==> src/rtl/core/uvr_pkg.sv <==
// Package for the UTF-8 validator with replacement character.
// Holds byte constants, the result slot type and the lead byte decoder.
// No dependencies.
package uvr_pkg;

  localparam int unsigned RUN_DEPTH = 6;

  localparam logic [7:0] ASCII_TOP  = 8'h80;
  localparam logic [7:0] LEAD2_LO   = 8'hC2;
  localparam logic [7:0] LEAD2_HI   = 8'hDF;
  localparam logic [7:0] LEAD3_LO   = 8'hE0;
  localparam logic [7:0] LEAD3_HI   = 8'hEF;
  localparam logic [7:0] LEAD4_LO   = 8'hF0;
  localparam logic [7:0] LEAD4_HI   = 8'hF4;
  localparam logic [7:0] LEAD_ED    = 8'hED;

  localparam logic [7:0] CONT_LO    = 8'h80;
  localparam logic [7:0] CONT_HI    = 8'hBF;
  localparam logic [7:0] CONT_LO_E0 = 8'hA0;
  localparam logic [7:0] CONT_HI_ED = 8'h9F;
  localparam logic [7:0] CONT_LO_F0 = 8'h90;
  localparam logic [7:0] CONT_HI_F4 = 8'h8F;

  localparam logic [7:0] REPL_B0    = 8'hEF;
  localparam logic [7:0] REPL_B1    = 8'hBF;
  localparam logic [7:0] REPL_B2    = 8'hBD;

  typedef struct packed {
    logic [7:0] data;
    logic       repl;
  } slot_t;

  function automatic logic [2:0] lead_span(input logic [7:0] b);
    logic [2:0] len;
    len = 3'd0;
    if (b < ASCII_TOP) begin
      len = 3'd1;
    end else if (b >= LEAD2_LO && b <= LEAD2_HI) begin
      len = 3'd2;
    end else if (b >= LEAD3_LO && b <= LEAD3_HI) begin
      len = 3'd3;
    end else if (b >= LEAD4_LO && b <= LEAD4_HI) begin
      len = 3'd4;
    end
    return len;
  endfunction

endpackage

==> src/rtl/core/utf8_validate_replace.sv <==
// An accepted byte is registered in the input register, then loaded into the result register.
// Throughput: one input byte per cycle while each byte yields at most one result and
// the output is not stalled; a byte that yields more than one result holds the next
// byte until its last result is taken from the six-slot result register.
// Reset: asynchronous, active low; clears held sequence, error flag and both valids.
// Top level of the UTF-8 validator; depends on uvr_pkg.
module utf8_validate_replace (
  input  logic       clk_i,
  input  logic       rst_ni,
  input  logic       in_valid_i,
  output logic       in_stall_o,
  input  logic [7:0] in_byte_i,
  input  logic       end_of_stream_i,
  output logic       out_valid_o,
  input  logic       out_stall_i,
  output logic [7:0] out_byte_o,
  output logic       is_replacement_o,
  output logic       last_of_run_o,
  output logic       stream_end_o,
  output logic       stream_valid_o
);
  import uvr_pkg::*;

  logic        in_vld_q;
  logic [7:0]  in_byte_q;
  logic        in_eos_q;
  logic        in_xfer;
  logic        out_xfer;
  logic        load;

  logic [7:0]  hb_q [3];
  logic [7:0]  hb_d [3];
  logic [1:0]  hc_q, hc_d;
  logic [2:0]  exp_q, exp_d;
  logic        err_q, err_d;

  slot_t       run_q [RUN_DEPTH];
  slot_t       run_d [RUN_DEPTH];
  logic [2:0]  rem_q, rem_d;
  logic [2:0]  n;
  logic        run_eos_q;
  logic        run_ok_q, run_ok_d;

  logic [7:0]  lo, hi;
  logic        cont_ok;
  logic        as_lead;
  logic [2:0]  len;

  assign out_valid_o = rem_q != 3'd0;
  assign out_xfer    = out_valid_o && !out_stall_i;
  assign load        = in_vld_q && ((rem_q == 3'd0) || (rem_q == 3'd1 && out_xfer));
  assign in_stall_o  = in_vld_q && !load;
  assign in_xfer     = in_valid_i && !in_stall_o;

  assign out_byte_o       = run_q[0].data;
  assign is_replacement_o = run_q[0].repl;
  assign last_of_run_o    = rem_q == 3'd1;
  assign stream_end_o     = (rem_q == 3'd1) && run_eos_q;
  assign stream_valid_o   = (rem_q == 3'd1) && run_eos_q && run_ok_q;

  always_comb begin
    hb_d  = hb_q;
    hc_d  = hc_q;
    exp_d = exp_q;
    err_d = err_q;
    n     = 3'd0;
    for (int i = 0; i < RUN_DEPTH; i++) begin
      run_d[i] = '{data: 8'h00, repl: 1'b0};
    end

    lo = CONT_LO;
    hi = CONT_HI;
    if (hc_q == 2'd1) begin
      case (hb_q[0])
        LEAD3_LO: lo = CONT_LO_E0;
        LEAD_ED:  hi = CONT_HI_ED;
        LEAD4_LO: lo = CONT_LO_F0;
        LEAD4_HI: hi = CONT_HI_F4;
        default:  ;
      endcase
    end
    cont_ok = (in_byte_q >= lo) && (in_byte_q <= hi);
    as_lead = (hc_q == 2'd0) || !cont_ok;
    len     = lead_span(in_byte_q);

    // replace the broken prefix, then retry the byte as a lead
    if (hc_q != 2'd0 && !cont_ok) begin
      run_d[n] = '{data: REPL_B0, repl: 1'b1};
      n = n + 3'd1;
      run_d[n] = '{data: REPL_B1, repl: 1'b1};
      n = n + 3'd1;
      run_d[n] = '{data: REPL_B2, repl: 1'b1};
      n = n + 3'd1;
      err_d = 1'b1;
    end

    if (as_lead) begin
      hc_d  = 2'd0;
      exp_d = 3'd0;
      if (len == 3'd1) begin
        run_d[n] = '{data: in_byte_q, repl: 1'b0};
        n = n + 3'd1;
      end else if (len == 3'd0) begin
        run_d[n] = '{data: REPL_B0, repl: 1'b1};
        n = n + 3'd1;
        run_d[n] = '{data: REPL_B1, repl: 1'b1};
        n = n + 3'd1;
        run_d[n] = '{data: REPL_B2, repl: 1'b1};
        n = n + 3'd1;
        err_d = 1'b1;
      end else begin
        hb_d[0] = in_byte_q;
        hc_d    = 2'd1;
        exp_d   = len;
      end
    end else if (({1'b0, hc_q} + 3'd1 >= exp_q) || (hc_q == 2'd3)) begin
      for (int k = 0; k < 3; k++) begin
        if (k < int'(hc_q)) begin
          run_d[n] = '{data: hb_q[k], repl: 1'b0};
          n = n + 3'd1;
        end
      end
      run_d[n] = '{data: in_byte_q, repl: 1'b0};
      n = n + 3'd1;
      hc_d  = 2'd0;
      exp_d = 3'd0;
    end else begin
      case (hc_q)
        2'd1:    hb_d[1] = in_byte_q;
        2'd2:    hb_d[2] = in_byte_q;
        default: ;
      endcase
      hc_d = hc_q + 2'd1;
    end

    // cut-off sequence at end of stream
    if (in_eos_q && hc_d != 2'd0) begin
      run_d[n] = '{data: REPL_B0, repl: 1'b1};
      n = n + 3'd1;
      run_d[n] = '{data: REPL_B1, repl: 1'b1};
      n = n + 3'd1;
      run_d[n] = '{data: REPL_B2, repl: 1'b1};
      n = n + 3'd1;
      err_d = 1'b1;
      hc_d  = 2'd0;
      exp_d = 3'd0;
    end

    run_ok_d = !err_d;
    if (in_eos_q) begin
      err_d = 1'b0;
    end
  end

  always_comb begin
    rem_d = rem_q;
    if (load) begin
      rem_d = n;
    end else if (out_xfer) begin
      rem_d = rem_q - 3'd1;
    end
  end

  always_ff @(posedge clk_i or negedge rst_ni) begin
    if (!rst_ni) begin
      in_vld_q  <= 1'b0;
      hc_q      <= 2'd0;
      exp_q     <= 3'd0;
      err_q     <= 1'b0;
      rem_q     <= 3'd0;
      run_eos_q <= 1'b0;
      run_ok_q  <= 1'b0;
    end else begin
      rem_q <= rem_d;
      if (in_xfer) begin
        in_vld_q <= 1'b1;
      end else if (load) begin
        in_vld_q <= 1'b0;
      end
      if (load) begin
        hc_q      <= hc_d;
        exp_q     <= exp_d;
        err_q     <= err_d;
        run_eos_q <= in_eos_q;
        run_ok_q  <= run_ok_d;
      end
    end
  end

  always_ff @(posedge clk_i) begin
    if (in_xfer) begin
      in_byte_q <= in_byte_i;
      in_eos_q  <= end_of_stream_i;
    end
    if (load) begin
      hb_q  <= hb_d;
      run_q <= run_d;
    end else if (out_xfer) begin
      for (int i = 0; i < RUN_DEPTH - 1; i++) begin
        run_q[i] <= run_q[i + 1];
      end
    end
  end

`ifndef ASSERT_OFF
  a_held_below_expected: assert property (@(posedge clk_i) disable iff (!rst_ni)
    (hc_q != 2'd0) |-> ({1'b0, hc_q} < exp_q))
    else $error("held count not below expected length");

  a_repl_not_split: assert property (@(posedge clk_i) disable iff (!rst_ni)
    (out_valid_o && is_replacement_o && out_byte_o == REPL_B0) |-> (rem_q >= 3'd3))
    else $error("replacement character split across loads");

  a_eos_clears_hold: assert property (@(posedge clk_i) disable iff (!rst_ni)
    (load && in_eos_q) |=> (hc_q == 2'd0 && !err_q))
    else $error("state not cleared at end of stream");
`endif

endmodule
==> config.mk <==
export PLATFORM = sky130hd
export DESIGN_NAME = utf8_validate_replace
export DESIGN_NICKNAME = d
export VERILOG_FILES = /design/src/rtl/core/uvr_pkg.sv /design/src/rtl/core/utf8_validate_replace.sv
export SDC_FILE = /design/constraint.sdc
export NUM_CORES = 1
export LEC_CHECK = 0
export BUFFER_PORTS_ARGS = -buffer_cell sky130_fd_sc_hd__buf_4
export CAP_MARGIN = 20
export CORE_AREA = 10 10 136 138
export CTS_CLUSTER_DIAMETER = 120
export CTS_CLUSTER_SIZE = 28
export DETAILED_ROUTE_END_ITERATION = 8
export DIE_AREA = 0 0 146 148
export PLACE_DENSITY = 0.48
export SYNTH_ARGS = -nofsm -noshare
export SYNTH_HDL_FRONTEND = slang
export SYNTH_SLANG_ARGS = --single-unit
==> constraint.sdc <==
create_clock -name clk_i -period 7.75 [get_ports clk_i]
set_input_delay 1.55 -clock clk_i [delete_from_list [all_inputs] [get_ports clk_i]]
set_output_delay 1.55 -clock clk_i [all_outputs]
set_load 0.005 [all_outputs]
; ---- Word level (Yosys, flattened, before mapping)
; Index checks and enable logic that the tools add are counted.
[word_totals]
elab_cells = 233
in_bits = 13
register_bits = 99
output_inout_bits = 14
[op_classes]
n_eq_ne = 9
n_reduce_logical = 43
muxes = 83
addsub = 12
n_lt_le_gt_ge = 31
n_bitwise = 31
[ops]
columns = operator, count
row1 = two-way mux 54 bit, 14
row2 = bitwise mux 54 bit, 5
row3 = demux 9 bit (select 3 bit), 9
row4 = bitwise OR 48 bit, 4
row5 = two-way mux 45 bit, 2
row6 = bitwise OR 42 bit, 2
row7 = two-way mux 9 bit, 9
row8 = two-way mux 3 bit, 25
row9 = >= comparator 4 bit (second input constant), 9
row10 = less-than comparator 4 x 1 -> 1 bit (second input constant), 9
row11 = NOT 3 -> 4 bit, 9
row12 = == test 8 bit (second input constant), 4
row13 = adder 3 x 1 -> 3 bit (second input constant), 9
row14 = two-way mux 27 bit, 1
row15 = AND 12 bit, 2
row16 = AND 6 bit, 4
row17 = >= comparator 8 bit (second input constant), 3
row18 = less-or-equal comparator 8 bit (second input constant), 3
row19 = NOT 12 bit, 2
row20 = NOT 6 bit, 4
row21 = case mux 6 bit (2 select lines), 2
row22 = logical AND 1 bit, 22
row23 = two-way mux 6 bit, 2
row24 = AND reduction 4 bit, 3
row25 = 22 further kinds, 51

; ---- Logic depth before layout (Yosys ltp)
; Gate-level depths: netlist (run 1).
[depth]
word_depth = 34
mapped_depth = 25

; ---- Least setup slack after synthesis (run 1)
; Ideal clock, no wire load.
[synth_timing]
path_type = reg-to-reg
startpoint = register hc_q[1]
endpoint = register run_q[28] in the netlist's numbering, data pin
arrival_time_ns = 5.438
setup_time_ns = 0.256
synth_period_minus_slack_ns = 5.694
path_slack_ns = 2.056
stages_incl_launch_ff = 24
required_ns = 7.494
cell_sequence = dfrtp_1 > clkbuf_1 > inv_1 > ha_1 > nor3b_1 > and2_1 > nand2_1 > ha_1 > nor2b_1 > o31ai_1 > a21oi_1 > nor2_1 > inv_1 > ha_1 > a2bb2oi_1 > a221oi_4 > inv_4 > ha_1 > xnor2_1 > xnor2_4 > nor3_2 > or3_1 > buf_2 > o22a_1
[synth_via]
elab_chain_cells = 32
word_cells_on_any_way = 126
classes_between = 10 x add/sub / 24 x order compare / 2 x eq/ne / 57 x mux / 15 x bitwise / 18 x reduce/logical
[synth_lines]
columns = element, line_no
row1 = start: declaration, utf8_validate_replace.sv:33  ; logic [1:0] hc_q, hc_d;
row2 = start signal: assignment, utf8_validate_replace.sv:167  ; hc_q <= 2'd0;
row3 = start signal: assignment, utf8_validate_replace.sv:181  ; hc_q <= hc_d;
row4 = == test 2 x 1 -> 1 bit, utf8_validate_replace.sv:73  ; if (hc_q == 2'd1) begin
row5 = two-way mux 6 bit, utf8_validate_replace.sv:73
row6 = >= comparator 8 bit or less-or-equal comparator 8 bit (tied branches), utf8_validate_replace.sv:82  ; cont_ok = (in_byte_q >= lo) && (in_byte_q <= hi);
row7 = logical AND 1 bit, utf8_validate_replace.sv:82
row8 = zero test 1 bit, "utf8_validate_replace.sv:83, utf8_validate_replace.sv:87"
row9 = logical AND 1 bit, utf8_validate_replace.sv:87  ; if (hc_q != 2'd0 && !cont_ok) begin
row10 = two-way mux 2 bit, utf8_validate_replace.sv:87
row11 = adder 3 x 1 -> 3 bit or NOT 3 -> 4 bit (tied branches), -
row12 = [... 16 more ...], -
row13 = "NOT 3 -> 4 bit (not written as such), or another cell as far along", utf8_validate_replace.sv:142  ; run_d[n] = '{data: REPL_B2, repl: 1'b1};
row14 = ">= comparator 4 bit (not written as such), or another cell as far along", utf8_validate_replace.sv:142
row15 = "logical AND 1 bit (not written as such), or another cell as far along", utf8_validate_replace.sv:142
row16 = "two-way mux 9 bit (not written as such), or another cell as far along", utf8_validate_replace.sv:142
row17 = demux 9 bit (select 3 bit) or bitwise OR 48 bit (tied branches), -
row18 = bitwise OR 42 bit (no source line), -
row19 = two-way mux 54 bit (*), utf8_validate_replace.sv:137  ; if (in_eos_q && hc_d != 2'd0) begin
row20 = two-way mux 45 bit (*), utf8_validate_replace.sv:195  ; if (load) begin
row21 = end signal: assignment, utf8_validate_replace.sv:197  ; run_q <= run_d;
row22 = end signal: indexed assignment, utf8_validate_replace.sv:200  ; run_q[i] <= run_q[i + 1];
row23 = end: declaration, utf8_validate_replace.sv:37  ; slot_t run_q [RUN_DEPTH];
; Every way passes the cells marked *; elsewhere a longest branch is shown, timed or not. The select of a mux whose other input is x is not followed.
; A chain may end at the register's enable or synchronous reset.

; ---- Final worst setup path (run 1)
[layout_timing]
startpoint = register hc_q[1]
endpoint = register run_q[33] in the netlist's numbering, data pin
; The elaborated chain is that of the path after synthesis.

==> results of run 1 <==
where the power goes:
group | total, uW | internal [uW] | switching, uW
clock | 462 | 261 | 201
combinational | 1050 | 391 | 661
sequential | 990 | 885 | 104
total | 2500 | 1540 | 966
metrics by stage:
| stage | instance area, um2 | std cells | utilization [%] |
|---|---|---|---|
| final | 6120 | 733 | 39.0 |
| after global routing | 6120 | 733 | 39.0 |
| after CTS | 6100 | 732 | 38.8 |
| after detailed placement | 5800 | 716 | 36.9 |
| after global placement | 5790 | 715 | 36.9 |
| after floorplan | 5450 | 499 | - |
flip-flops by register name, indices dropped and copies added, names as in the netlist, 2 cells and up:
signal and count:
run_q 45, hb_q 24, in_byte_q 8, out_byte_o 8
exp_q 3, rem_q 3, hc_q 2
worst max-delay path by stage:
stage / start / endpoint / slack [ps] / depth (start not counted)
finish: hc_q[1]$_DFFE_PN0P_ / run_q[33]$_DFFE_PP_ / 1460 / 21
global placement: hc_q[1]$_DFFE_PN0P_ / run_q[28]$_DFFE_PP_ / 1760 / 21
detailed placement: hc_q[1]$_DFFE_PN0P_ / run_q[33]$_DFFE_PP_ / 1510 / 21
global route: hc_q[1]$_DFFE_PN0P_ / run_q[30]$_DFFE_PP_ / 980 / 21
CTS: hc_q[1]$_DFFE_PN0P_ / run_q[33]$_DFFE_PP_ / 1480 / 21
floorplan: hc_q[1]$_DFFE_PN0P_ / run_q[28]$_DFFE_PP_ / 2060 / 23
final cells by class:
type	count	area share [%]
Sequential cell	99	47.6
Multi-Input combinational cell	343	37.2
Tap cell	216	4.41
Timing Repair Buffer	33	4.21
Clock buffer	11	3.96
Inverter	26	1.63
Clock inverter	5	0.981
cell usage after synthesis (all sizes together) (3+ instances only):
cell | number | area [um2]
dfrtp | 12 | 300
edfxtp | 87 | 2610
xnor2 | 8 | 115
nand3 | 4 | 20.0
a21oi | 26 | 130
o21ai | 27 | 135
clkbuf | 17 | 63.8
ha | 21 | 263
o22a | 7 | 61.3
a211o | 3 | 27.5
a22oi | 9 | 67.6
or3 | 5 | 36.3
nor2b | 3 | 18.8
o221ai | 3 | 32.5
a221oi | 3 | 50.1
a22o | 5 | 43.8
nand2 | 54 | 205
and2 | 6 | 40.0
o22ai | 9 | 56.3
o31ai | 3 | 22.5
xor2 | 3 | 26.3
nor4 | 5 | 76.3
and3 | 5 | 31.3
buf | 14 | 95.1
a211oi | 6 | 70.1
nor2 | 74 | 298
inv | 25 | 96.3
nand2b | 4 | 25.0
nor3 | 17 | 100
worst register-to-register path: cells and delay by family, from the launching register on:
| family | cells | cell delay (ps) |
|---|---|---|
| flip-flops | 1 | 520 |
| AND/OR/NAND/NOR | 7 | 1490 |
| AO/OA/AOI/OAI | 5 | 1670 |
| buffers and inverters | 3 | 490 |
| adder cells (fa/ha/maj) | 4 | 1180 |
| XOR/XNOR | 2 | 690 |
routing by layer:
metal | vias up | wire (um)
met1 | 1955 | 6840
li1 | 1849 | -
met3 | 10 | 571
met5 | - | 0
met4 | 0 | 165
met2 | 82 | 6140
logic make-up after synthesis:
| family | synth area share, % |
|---|---|
| flops | 53.4 |
| buf+inv | 4.75 |
| fa+ha+maj | 4.82 |
| xor+xnor | 2.59 |
| simple gates | 16.9 |
| compound gates | 16.9 |
| mux | 0.574 |
==> results.toml, run 1 <==
[run_status]
status = "completed"

[clock_network]
cts-htree-levels = 3
cts_setup_buffers = 0
cts_buffer_depth = 2
path_clk_slew_ps = 70
clk_latency_ps = 350
post_cts_resized = 0
cts_tree = "built"
root_buffer = "clkbuf_16"
numCtsBuffers = 9
cts_num_sinks = 99
hold_buffers = 0

[layout]
seq_area_mm2 = 0.00291
n_antenna_cell = 0
mostFrequentLayoutCell = "edfxtp_1"
multi_input_area_mm2 = 0.00228
fillerInstances = 1551
most-common-layout-cells = "edfxtp_1 (87), nor2_1 (70), nand2_1 (53)"
drive_above_1_share_pct = 16.1
syn_to_final_growth_pct = 12.3
fin_nets = 546

[logic_synthesis]
async_flop_share_pct = 12.1
syn-cell-area_mm2 = 0.00545
synth_enable_flop_cells = 87
syn_area_per_cell_um2 = 10.9
ys_ff_latch = 99
synthFlopType = "edfxtp_1"
syn-num-nets = 533
seq_area_frac_synth_pct = 53.4
yosysUniqueCellTypes = 77
yosys_warnings = 0
synthCells = 499

[global_route]
use_met2_pct = 19.6
grt_pass1_vias = 3883
grt_pass1_wl_um = 22200
antenna_found_initial = 0
use_met3_pct = 2.90
use_met1_pct = 18.2
grtUsageTotal_pct = 13.0
top_usage_layer = "met2"
grt_max_degree = 46
grt_overflow = 0

[placed_design]
portBuffers = 26
dpl.hpwl_um = 9860
dpl_worst_slack_ps = 1510
gp_congestion = 0.864

[sta]
setup_ws_ps = 1460
slew_headroom_pct = 43.7
hold_viol = 0
finalSetupTns_ps = 0
drv_slew = 0
period_share_pct = 81.2
rsz0062_at_grt = "no"
period_needed_ps = 6290
max_freq_mhz = 159
worst_clock_skew_ps = 7.09
tightest_slew_ps = 837
fin_hold_ws_ps = 470
finalSetupViolCount = 0

[routing]
routed_via_density = 5.32
drtPass1Iterations = 5
drc = 0
wl_per_cell_um = 18.7
final_antenna_net_count = 0
drt_iter0_drc = 291
routed_wl_um = 13700
vias = 3896

[min_path]
hold_end = "run_ok_q$_DFFE_PN0P_"
hp-start = "run_ok_q$_DFFE_PN0P_"
min_path_type = "reg -> reg"
worst_hold_path.num_cells = 2

[worst_setup_path]
r2r_cells = 21
cp-start-kind = "register"
end_kind = "register"
critPathMaxFanout = 13
crit_required_ps = 7850
crit_top_cell = "ha_1"
worst_path_largest_cell_delay_ps = 680
cp_top_family = "compound AO/OA/AOI/OAI gates"
crit_arrival_ps = 6400
path_buf_inv = 3
rrSetupSlack_ps = 1460
r2r-start = "hc_q[1]$_DFFE_PN0P_"
critPathKind = "reg -> reg"
worst_r2r_endpoint = "run_q[33]$_DFFE_PP_"
cp_slowest_cell = "o31ai_1"
path_cells = "inv_1, ha_1, nor3b_1, and2_1, nand2_1, ha_1, nor2b_1, o31ai_1, a21oi_1, nor2_1, inv_1, ha_1, a2bb2oi_1, a221oi_4, inv_4, ha_1, xnor2_1, xnor2_4, nor3_2, or3_1, o22a_1"

[power]
p_per_area_mw_per_mm2 = 409
finalPower_uw = 2500
p_leak_uw = 0.00226
max-vdd-ir-drop_mv = 0.184

[die]
die_h_um = 148
fp.coreArea_mm2 = 0.0157
die_x_um = 146
start_util_pct = 34.7
io_pins = 27
dieArea_mm2 = 0.0216
rows = 46

[run]
cap_violations = 0
Note: power is estimated with default switching activity, not from simulation.
==> run 2: changes to the inputs <==
--- a/config.mk
+++ b/config.mk
@@ -12,7 +12,7 @@
 export CTS_CLUSTER_SIZE = 28
 export DETAILED_ROUTE_END_ITERATION = 8
 export DIE_AREA = 0 0 146 148
-export PLACE_DENSITY = 0.48
+export PLACE_DENSITY = 0.5
 export SYNTH_ARGS = -nofsm -noshare
 export SYNTH_HDL_FRONTEND = slang
 export SYNTH_SLANG_ARGS = --single-unit
==> constraint.sdc (replaced) <==
create_clock -name clk_i -period 5.23 [get_ports clk_i]
set_input_delay 1.046 -clock clk_i [delete_from_list [all_inputs] [get_ports clk_i]]
set_output_delay 1.046 -clock clk_i [all_outputs]
set_load 0.005 [all_outputs]
==> results.toml, run 2 (same netlist as run 1, synthesis figures left out) <==
[layout]
fin_nets = 568
most-common-layout-cells = "edfxtp_1 (87), nor2_1 (70), buf_4 (54)"
largest_reg_flops = 45
drive_above_1_share_pct = 20.4
n_antenna_cell = 0
top_regs = "run_q: 45 flops, hb_q: 24 flops"
syn_to_final_growth_pct = 16.4
top_register = "run_q"
stdcell_area_mm2 = 0.00634
mostFrequentLayoutCell = "edfxtp_1"
fillerInstances = 1509
final_cells = 755

[worst_setup_path]
crit_required_ps = 5340
rrSetupSlack_ps = 360
worst_r2r_endpoint = "run_q[31]$_DFFE_PP_"
cp-start-kind = "register"
crit_path_end = "run_q[31]$_DFFE_PP_"
crit_arrival_ps = 4980
critPathKind = "reg -> reg"
r2r_cells = 21
r2r-start = "hc_q[1]$_DFFE_PN0P_"
critPathLaunch = "hc_q[1]$_DFFE_PN0P_"
cp_top_family = "simple AND/OR/NAND/NOR gates"
crit_cells = 21
path_cells = "inv_1, ha_1, nor3b_1, and2_1, nand2_1, ha_1, nand2_1, or4_1, a21oi_1, nor2_1, inv_1, ha_1, a2bb2oi_1, a221oi_4, inv_4, ha_4, xnor2_4, xnor2_4, nor3_2, or3_1, o22a_1"
critPathMaxFanout = 10
path_buf_inv = 3
worst_path_largest_cell_delay_ps = 500
crit_top_cell = "ha_1"
end_kind = "register"
cp_slowest_cell = "or4_1"

[die]
fp.coreArea_mm2 = 0.0157
die_x_um = 146
dieArea_mm2 = 0.0216
die_h_um = 148
rows = 46
io_pins = 27
start_util_pct = 34.7

[run]
cap_violations = 0

[power]
max-vdd-ir-drop_mv = 0.360
p_leak_uw = 0.00238
p_per_area_mw_per_mm2 = 607
finalPower_uw = 3850

[clock_network]
hold_buffers = 0
cts-htree-levels = 3
clk_latency_ps = 360
cts_num_sinks = 99
path_clk_slew_ps = 80
root_buffer = "clkbuf_16"
cts_tree = "built"
cts_buffer_depth = 2
numCtsBuffers = 9

[sta]
rsz0062_at_grt = "no"
period_needed_ps = 4870
max_freq_mhz = 205
fin_hold_ws_ps = 488
period_share_pct = 93.2
finalSetupViolCount = 0
hold_viol = 0
slew_headroom_pct = 31.8
drv_slew = 0
worst_clock_skew_ps = 12.2
tightest_slew_ps = 1020
finalSetupTns_ps = 0

[routing]
drc = 0
routed-wl-met3_um = 590
wl_met2_um = 6340
final_antenna_net_count = 0
wl_per_cell_um = 18.0
drt_iter0_drc = 238
drtPass1Iterations = 6
routed_wl_um = 13600
top_layer = "met4"
vias = 3861
routed_via_density = 5.11
wl_met1_um = 6280

[min_path]
min_path_type = "reg -> reg"
hp-start = "run_ok_q$_DFFE_PN0P_"

[global_route]
grt_max_degree = 46
grt_pass1_vias = 4025
antenna_found_initial = 0
grt_overflow = 0
grt_pass1_wl_um = 22100
grtUsageTotal_pct = 12.9

[placed_design]
place_area_mm2 = 0.00594
gp_congestion = 0.923
dpl.hpwl_um = 9880
dp_cells = 732
portBuffers = 26

[run_status]
status = "completed"
==> run 2: layer usage <==
metal,global-route usage (%),vias to the layer above
met5,0,-
met4,6.06,0
met3,3.08,27
met2,20.1,74
met1,16.6,1864
li1,-,1896
==> run 2: stage by stage <==
| stage | worst slack [ps] | utilization [%] |
|---|---|---|
| 2_1_floorplan | 28.2 | - |
| 3_3_place_gp | 249 | 37.8 |
| 3_5_place_dp | 90.5 | 37.8 |
| 4_1_cts | 72.4 | 39.7 |
| 5_1_grt | 11.7 | 40.4 |
| 6_report | 356 | 40.4 |
==> run 2: worst min-delay path by stage <==
stage | end | slack [ps] | cells after the start
2_1_floorplan | run_ok_q$_DFFE_PN0P_ | 430 | 2
3_3_place_gp | run_ok_q$_DFFE_PN0P_ | 460 | 2
3_5_place_dp | run_ok_q$_DFFE_PN0P_ | 480 | 2
4_1_cts | run_ok_q$_DFFE_PN0P_ | 490 | 2
5_1_grt | run_ok_q$_DFFE_PN0P_ | 500 | 2
6_report | run_ok_q$_DFFE_PN0P_ | 490 | 2
==> run 2: cell type report <==
class / instances / area [um2] / area share, %
clock buffers: 9 / 225 / 3.55
clock inverters: 7 / 73.8 / 1.16
multi-input cells: 343 / 2340 / 36.8
inverters: 26 / 100 / 1.58
flip-flops and latches: 99 / 2910 / 45.9
well taps: 216 / 270 / 4.26
repair buffers: 55 / 425 / 6.70
==> run 2: what timing repair did <==
item	CTS	global route
gates resized for setup	0	6
setup buffers	0	6
setup endpoints to repair	0	46
==> run 2: report_power, final <==
part / internal, uW / switching, uW / leakage, uW
clock network: 375 / 311 / 0.000148
logic: 686 / 1060 / 0.00125
registers: 1310 / 115 / 0.000981
total: 2370 / 1480 / 0.00238
==> run 2: worst min-delay path, cell delays in order, from the launching register on <==
cell and delay (ps):
dfrtp_1 350, nand2_1 50, nand2_1 60
